<file path="src/design/fcat_pkg.sv">
// shared types, codes and constants of the four-channel alarm timer
package fcat_pkg;

  localparam int NUM_SLOTS = 4;
  localparam int CHANNELS = 4;
  localparam int TICKS_PER_UNIT = 1;
  localparam int ACTIVE_CHANNELS = (CHANNELS < NUM_SLOTS) ? CHANNELS : NUM_SLOTS;

  localparam int FUNC_W = 3;
  localparam int CH_W = 2;
  localparam int CNT_W = 32;
  localparam int CFG_IDX_W = 3;

  localparam logic [FUNC_W-1:0] FUNC_TICK    = 3'd0;
  localparam logic [FUNC_W-1:0] FUNC_START   = 3'd1;
  localparam logic [FUNC_W-1:0] FUNC_STOP    = 3'd2;
  localparam logic [FUNC_W-1:0] FUNC_RESTART = 3'd3;
  localparam logic [FUNC_W-1:0] FUNC_ACK     = 3'd4;

  localparam logic [CFG_IDX_W-1:0] REG_PERIODIC  = 3'd0;
  localparam logic [CFG_IDX_W-1:0] REG_IRQ_EN    = 3'd1;
  localparam logic [CFG_IDX_W-1:0] REG_PERIOD_0  = 3'd2;
  localparam logic [CFG_IDX_W-1:0] REG_PERIOD_1  = 3'd3;
  localparam logic [CFG_IDX_W-1:0] REG_PERIOD_2  = 3'd4;
  localparam logic [CFG_IDX_W-1:0] REG_PERIOD_3  = 3'd5;

  typedef struct packed {
    logic [NUM_SLOTS-1:0] periodic;
    logic [NUM_SLOTS-1:0] irq_en;
    logic [NUM_SLOTS-1:0][CNT_W-1:0] period;  // already scaled to ticks
  } cfg_t;

  typedef struct packed {
    logic [CNT_W-1:0] counter;
    logic [NUM_SLOTS-1:0] armed;
    logic [NUM_SLOTS-1:0] pending;
    logic [NUM_SLOTS-1:0] irq;
    logic [NUM_SLOTS-1:0] fired;
  } result_t;

endpackage

</file>
<file path="src/design/four_channel_alarm_timer.sv">
// top level of the four-channel alarm timer
// A 32-bit counter that advances on tick requests, with four compare-match alarm
// channels. Each request is a tick or a command (start, stop, restart if armed,
// acknowledge) on one channel, and each gives exactly one result holding the
// counter, armed, pending, masked irq and fired bits after it. The channel compares
// and alarm adds sit between the state registers and the result register, and a
// request is taken every cycle while the result register is empty or being drained.
// Periods are scaled to ticks when the register is written.
module four_channel_alarm_timer import fcat_pkg::*; (
  input  logic clk,
  input  logic rst,
  input  logic in_valid,
  output logic in_ready,
  input  logic [FUNC_W-1:0] func,
  input  logic [CH_W-1:0] channel,
  output logic out_valid,
  input  logic out_ready,
  output logic [CNT_W-1:0] counter_now,
  output logic [NUM_SLOTS-1:0] armed_bits,
  output logic [NUM_SLOTS-1:0] pending_bits,
  output logic [NUM_SLOTS-1:0] irq_lines,
  output logic [NUM_SLOTS-1:0] fired_bits,
  input  logic cfg_we,
  input  logic [CFG_IDX_W-1:0] cfg_index,
  input  logic [CNT_W-1:0] cfg_data
);

  cfg_t cfg;
  result_t result, held;
  logic space, accept;

  assign in_ready = space;
  assign accept = in_valid && space;

  fcat_cfg u_cfg (
    .clk(clk), .rst(rst), .cfg_we(cfg_we), .cfg_index(cfg_index),
    .cfg_data(cfg_data), .cfg(cfg)
  );

  fcat_core u_core (
    .clk(clk), .rst(rst), .accept(accept), .func(func), .channel(channel),
    .cfg(cfg), .result(result)
  );

  fcat_out u_out (
    .clk(clk), .rst(rst), .load(accept), .result(result), .out_ready(out_ready),
    .out_valid(out_valid), .space(space), .held(held)
  );

  assign counter_now = held.counter;
  assign armed_bits = held.armed;
  assign pending_bits = held.pending;
  assign irq_lines = held.irq;
  assign fired_bits = held.fired;

endmodule

</file>
<file path="src/design/fcat_cfg.sv">
// configuration registers; periods are scaled to ticks as they are written
module fcat_cfg import fcat_pkg::*; (
  input  logic clk,
  input  logic rst,
  input  logic cfg_we,
  input  logic [CFG_IDX_W-1:0] cfg_index,
  input  logic [CNT_W-1:0] cfg_data,
  output cfg_t cfg
);

  logic [CNT_W-1:0] scaled;

  assign scaled = CNT_W'(cfg_data * CNT_W'(TICKS_PER_UNIT));

  always_ff @(posedge clk) begin
    if (rst) begin
      cfg <= '0;
    end else if (cfg_we) begin
      case (cfg_index)
        REG_PERIODIC: cfg.periodic <= cfg_data[NUM_SLOTS-1:0];
        REG_IRQ_EN:   cfg.irq_en <= cfg_data[NUM_SLOTS-1:0];
        REG_PERIOD_0: cfg.period[0] <= scaled;
        REG_PERIOD_1: cfg.period[1] <= scaled;
        REG_PERIOD_2: cfg.period[2] <= scaled;
        REG_PERIOD_3: cfg.period[3] <= scaled;
        default: ;
      endcase
    end
  end

endmodule

</file>
<file path="src/design/fcat_core.sv">
// counter, alarm compare and channel state, updated once per accepted request
module fcat_core import fcat_pkg::*; (
  input  logic clk,
  input  logic rst,
  input  logic accept,
  input  logic [FUNC_W-1:0] func,
  input  logic [CH_W-1:0] channel,
  input  cfg_t cfg,
  output result_t result
);

  logic [CNT_W-1:0] tick, tick_next, tick_inc;
  logic [NUM_SLOTS-1:0][CNT_W-1:0] alarm, alarm_next;
  logic [NUM_SLOTS-1:0] armed, armed_next;
  logic [NUM_SLOTS-1:0] pending, pending_next;
  logic [NUM_SLOTS-1:0] fired;
  logic [NUM_SLOTS-1:0] live;
  logic [CNT_W-1:0] start_value;

  always_comb begin
    for (int i = 0; i < NUM_SLOTS; i++) begin
      live[i] = (i < ACTIVE_CHANNELS);
    end
  end

  assign tick_inc = tick + CNT_W'(1);
  assign start_value = tick + cfg.period[channel];

  always_comb begin
    tick_next = tick;
    alarm_next = alarm;
    armed_next = armed;
    pending_next = pending;
    fired = '0;
    case (func)
      FUNC_TICK: begin
        tick_next = tick_inc;
        for (int i = 0; i < NUM_SLOTS; i++) begin
          if (live[i] && armed[i] && alarm[i] == tick_inc) begin
            fired[i] = 1'b1;
            pending_next[i] = 1'b1;
            if (cfg.periodic[i]) alarm_next[i] = alarm[i] + cfg.period[i];
            else armed_next[i] = 1'b0;
          end
        end
      end
      FUNC_START: begin
        if (live[channel]) begin
          alarm_next[channel] = start_value;
          armed_next[channel] = 1'b1;
        end
      end
      FUNC_STOP: begin
        if (live[channel]) armed_next[channel] = 1'b0;
      end
      FUNC_RESTART: begin
        if (live[channel] && armed[channel]) alarm_next[channel] = start_value;
      end
      FUNC_ACK: begin
        if (live[channel]) pending_next[channel] = 1'b0;
      end
      default: ;
    endcase
  end

  always_comb begin
    result.counter = tick_next;
    result.armed = armed_next;
    result.pending = pending_next;
    result.irq = pending_next & cfg.irq_en;
    result.fired = fired;
  end

  always_ff @(posedge clk) begin
    if (rst) begin
      tick <= '0;
      alarm <= '0;
      armed <= '0;
      pending <= '0;
    end else if (accept) begin
      tick <= tick_next;
      alarm <= alarm_next;
      armed <= armed_next;
      pending <= pending_next;
    end
  end

endmodule

</file>
<file path="src/design/fcat_out.sv">
// result register with valid and ready toward the consumer
module fcat_out import fcat_pkg::*; (
  input  logic clk,
  input  logic rst,
  input  logic load,
  input  result_t result,
  input  logic out_ready,
  output logic out_valid,
  output logic space,
  output result_t held
);

  // a new request may enter while the held result is being taken
  assign space = !out_valid || out_ready;

  always_ff @(posedge clk) begin
    if (rst) begin
      out_valid <= 1'b0;
    end else if (load) begin
      out_valid <= 1'b1;
    end else if (out_ready) begin
      out_valid <= 1'b0;
    end
  end

  always_ff @(posedge clk) begin
    if (load) begin
      held <= result;
    end
  end

endmodule

</file>
<file path="config.mk">
export PLATFORM = sky130hd
export DESIGN_NAME = four_channel_alarm_timer
export DESIGN_NICKNAME = d
export VERILOG_FILES = /design/src/design/fcat_pkg.sv /design/src/design/four_channel_alarm_timer.sv /design/src/design/fcat_cfg.sv /design/src/design/fcat_core.sv /design/src/design/fcat_out.sv
export SDC_FILE = /design/constraint.sdc
export NUM_CORES = 1
export LEC_CHECK = 0
export BUFFER_PORTS_ARGS = -buffer_cell sky130_fd_sc_hd__clkbuf_2
export CORE_ASPECT_RATIO = 0.5
export CORE_MARGIN = 5
export CORE_UTILIZATION = 55
export CTS_CLUSTER_DIAMETER = 150
export CTS_CLUSTER_SIZE = 20
export DETAILED_ROUTE_END_ITERATION = 8
export GPL_TIMING_DRIVEN = 1
export PLACE_DENSITY = 0.72
export SETUP_SLACK_MARGIN = 0.4
export SYNTH_ARGS = -nofsm -noshare
export SYNTH_HDL_FRONTEND = slang
export SYNTH_HIERARCHICAL = 1
export SYNTH_SLANG_ARGS = --single-unit
</file>
<file path="constraint.sdc">
create_clock -name clk -period 16.5 [get_ports clk]
set_input_delay 3.3 -clock clk [delete_from_list [all_inputs] [get_ports clk]]
set_output_delay 3.3 -clock clk [all_outputs]
set_load 0.01 [all_outputs]
</file>
# After elaboration in Yosys (flattened, before gate mapping)
# Cells that the tools add are included.
# totals
register_bits	353
input_bits	45
elab_cells	124
# op_classes
addsub	6
n_lt_le_gt_ge	2
eq_ne	23
muxes	46
bitwise	5
n_reduce_logical	23
# ops
operator	count
128-bit case mux with 3 select lines	1
32-bit two-way mux	11
128-bit two-way mux	2
32-bit adder	5
128-bit bitwise mux	1
32-bit equality test	4
32-bit binary-select mux with 2-bit select	1
32-bit demux with 2-bit select	1
32-bit by 1-bit adder with 32-bit output (second input constant)	1
6-bit AND reduction	4
1-bit two-way mux	21
4-bit bitwise AND	3
3-bit by 2-bit equality test with 1-bit output (second input constant)	4
4-bit two-way mux	3
2-bit by 1-bit inequality test with 1-bit output (second input constant)	6
4-bit case mux with 3 select lines	1
2-bit AND reduction	6
3-bit equality test (second input constant)	3
2-bit inequality test (second input constant)	4
4-bit case mux with 2 select lines	1
1-bit logical AND	7
3-bit by 1-bit equality test with 1-bit output (second input constant)	2
3-bit logical NOT	2
1-bit binary-select mux with 2-bit select	2
other kinds (9)	9

# Logic depth before layout (Yosys ltp)
# logic_depth
ltp_word	9
mapped_depth	15
depth_no_buf	13

# Modules after synthesis
# Netlist, hierarchy kept.
# modules_own_cells
module	n_inst	cells_each	area_each_um2	seq_area_each_um2
fcat_core	1	2761	21187.8	3363.2
fcat_cfg	1	483	5390.2	2722.6
fcat_out	1	52	1487.7	1461.4
four_channel_alarm_timer	1	1	6.3	0.0

# Worst setup path before layout
# Ideal clock, no wire load.
# synth_path
path_kind	in2reg
startpoint	input channel[0]
endpoint	register u_core/alarm[127] (netlist bit)
t_arrival_ns	7.563
slack_ns	8.805
path_stages	14
path_cell_list	clkbuf_1 > buf_1 > mux4_2 > ha_1 > nand2_1 > o31ai_1 > o211ai_1 > a2111oi_0 > o21ai_0 > a41oi_1 > mux2i_1 > a21oi_1 > a221oi_1 > nor3_1
# synth_between
elab_chain_len	7
# synth_lines
item	line	rtl
start, declared	four_channel_alarm_timer.sv:15	input logic [CH_W-1:0] channel,
parallel branches: the longest is 7 deep, another holds 32-bit adder	n/a	
end signal, assigned	fcat_core.sv:82	alarm <= alarm_next;
end, declared	fcat_core.sv:13	logic [NUM_SLOTS-1:0][CNT_W-1:0] alarm, alarm_next;
# Several ways; the timed one is not identified. The select of a mux whose other input is x is not followed.
# A chain may end at the register's enable or synchronous reset.

# Worst setup path in the final report
# layout_path
startpoint	input channel[0]
endpoint	register u_core/alarm[124] (netlist bit)
# Same word-level chain as after synthesis.

==> results.cfg <==
[yosys]
yosysMostFrequentCell = dfxtp_1
synth.area.top_cells = dfxtp_1 (22%), ha_1 (7.0%), mux2i_1 (6.0%), xnor2_1 (5.2%), edfxtp_1 (5.1%)
synth_seq_area_share_pct = 26.9
synthSimpleGateAreaFrac_pct = 22.5
synth_xor_area_share_pct = 10.1
synth_area_um2 = 28100
synth_top_area_share_pct = 21.8
synth_compound_area_share_pct = 20.4
synthAdderAreaFrac_pct = 7.35
netlist_top_cells_count = dfxtp_1 (305), nor2_1 (275), nand2b_1 (208)
synthCells = 3297
ys.warnings.count = 6
synth_edf_count = 48
muxShareOfSynthArea_pct = 8.87
avgSynthCellArea_um2 = 8.51
synth_seq_cells = 353
async_reset_ff_share_pct = 0
synth_nets = 3503
synth_top_area_cell = dfxtp_1
synthDistinctLibCells = 100
synthFlopType = dfxtp_1
synth_top_family_by_area = simple AND/OR/NAND/NOR gates

[setup_path]
worst_path_max_delay_cell = o21ai_0
rrSetupSlack_ps = 9720
critPathMostFrequentCell = a21oi_1
path_depth = 13
cp.arrival_ps = 8390
endpoint_kind = flop
critPathMaxFanout = 22
cpLargestDelayFamily = compound AO/OA/AOI/OAI gates
crit_path_start_kind = primary input
required_ps = 17010
worst-path-buf-inv = 1
max_stage_delay_ps = 930
path_class = in2reg
crit_chain = buf_2 -> mux4_2 -> ha_1 -> a21oi_1 -> o21ai_0 -> o211ai_1 -> and3_1 -> o31a_1 -> a311oi_1 -> mux2i_1 -> nor2_1 -> a21oi_1 -> a221oi_1
reg2reg_depth = 11

[grt]
grt_max_degree = 190
grt_use_met2_pct = 52.7
grt_use_met3_pct = 25.1
grt_pass1_vias = 25181
grt_use_met1_pct = 62.9
grt_pass1_wl_um = 176000
antenna_found_initial = 4
busiest_layer = met1
grt-ovfl-total = 0
track_usage_pct = 42.7

[placed_design]
dp_hpwl_um = 95500
port_buffers = 94
gp_congestion = 1.07
dpl_worst_slack_ps = 8300

[sta]
layout_setup_ws_ps = 8610
period_share_pct = 47.8
clock.fmax_ghz = 0.127
rsz0062_at_grt = no
setup_viol = 0
slew_viol_final = 0
skew_ps = 30.9
hold_viol = 0
fin_crit_ps = 7890
finalSetupTns_ps = 0
tightest_slew_ps = 1440
hold_ws_ps = 483
max_slew_margin_pct = 4.20

[drt]
drt-initial-drc-count = 4901
drtAntennaViolNets = 0
avgRoutedWirePerCell_um = 31.1
vias_per_cell = 7.09
firstDrtPassIters = 7
routed_wirelength_um = 124000
vias = 28246
drcViolationCount = 0

[final_layout]
fin_util_pct = 58.9
syn2layout_area_growth_pct = 5.75
drive_gt1_share_pct = 8.51
final_nets = 3489

[cts]
cts_buffers = 21
clkLatencyLatePin_ps = 600
clk_pin_slew_worst_paths_ps = 100
clock-root-buffer = clkbuf_16
cts_tree = built
cts_resized = 0
clk_path_buf_depth = 3
hold_buffers = 0
cts_setup_buffers = 0
htree_levels = 1
clock_sinks = 353

[outcome]
status = complete, no violations

[die]
ios = 95
dieArea_um2 = 55900
fp.dieW_um = 330
start_util_pct = 55.7
fp-row-count = 58
fp.dieH_um = 170
core_area_um2 = 50400

[flow_run]
cap_violations = 0

[hold_path]
whs_path_depth = 2
hp-class = reg2reg

[power]
power_density_nw_per_um2 = 60.1
irDropWorstVdd_uv = 72.6
finalPower_mw = 1.78
p_leak_nw = 12.4
[worst register-to-register path, stage by stage (launching register included)]
cell and delay (ps):
dfxtp_1 820, nand3_2 720, or4_1 1110, nor3_2 780
xnor2_1 270, xnor2_1 280, or4_1 580, nor4_2 220
or2_1 1120, buf_4 490, nand4b_1 160, o211a_1 140
[layout make-up]
type / count / area, um^2
Fill cell: 4612 / 20700
Multi-Input combinational cell: 2684 / 19500
Sequential cell: 353 / 7550
Timing Repair Buffer: 150 / 913
Tap cell: 690 / 863
Clock buffer: 28 / 552
Inverter: 73 / 274
Clock inverter: 2 / 17.5
Antenna cell: 2 / 5.00
[cell families after synthesis]
family,after synthesis
mux,207
buf+inv,260
fa+ha+maj,162
simple gates,1186
flops,353
xor+xnor,295
compound gates,834
[routing by layer]
metal / part of all wire, % / vias up
met1: 42 / 13621
met5: 0.15 / -
met3: 20 / 214
met4: 2.3 / 6
met2: 35 / 2208
li1: - / 12197
[sequential cells by signal, indices dropped and copies added, names as in the netlist]
name and count:
u_core/tick 32, u_core/alarm 128, u_out/out_valid 1, u_core/armed 4, u_out/held 48, u_core/pending 4
u_cfg/cfg 136
[cell usage in the layout (no fill, tap or decap), types with 30 or more instances in the layout]
| cell type | instances |
|---|---|
| nand2b_1 | 208 |
| o22ai_1 | 35 |
| dfxtp_1 | 305 |
| nor2b_1 | 39 |
| nand4_1 | 60 |
| xor2_1 | 109 |
| a21oi_1 | 177 |
| nand3_1 | 88 |
| inv_1 | 71 |
| o21ai_0 | 147 |
| nor3_1 | 117 |
| a211oi_1 | 57 |
| buf_4 | 55 |
| ha_1 | 156 |
| nand2_1 | 176 |
| a31oi_1 | 31 |
| clkbuf_2 | 92 |
| mux2i_1 | 169 |
| a221oi_1 | 47 |
| nor4_1 | 36 |
| xnor2_1 | 167 |
| edfxtp_1 | 48 |
| mux4_2 | 33 |
| nor2_1 | 269 |
| o21a_1 | 30 |
| a21o_1 | 69 |
| or3_1 | 37 |
[metrics by stage]
| step | cell area [um^2] | std cells |
|---|---|---|
| after global routing | 29700 | 3980 |
| after CTS | 29700 | 3980 |
| after floorplan | 28100 | 3297 |
| after global placement | 29100 | 3950 |
| after detailed placement | 29100 | 3950 |
| final | 29700 | 3982 |
[path summary, 6_finish.rpt]
path                                startpoint                 to
worst min-delay path            u_cfg/cfg[131]     u_cfg/cfg[131]
worst min register to register  u_cfg/cfg[131]     u_cfg/cfg[131]
worst max register to register  u_core/tick[5]   u_core/alarm[56]
worst max-delay path                channel[0]  u_core/alarm[124]
[power breakdown]
| part | internal, mW | switching, mW |
|---|---|---|
| Clock | 0.237 | 0.327 |
| Sequential | 0.895 | 0.0479 |
| Combinational | 0.103 | 0.175 |
(Power assumes the default switching activity.)
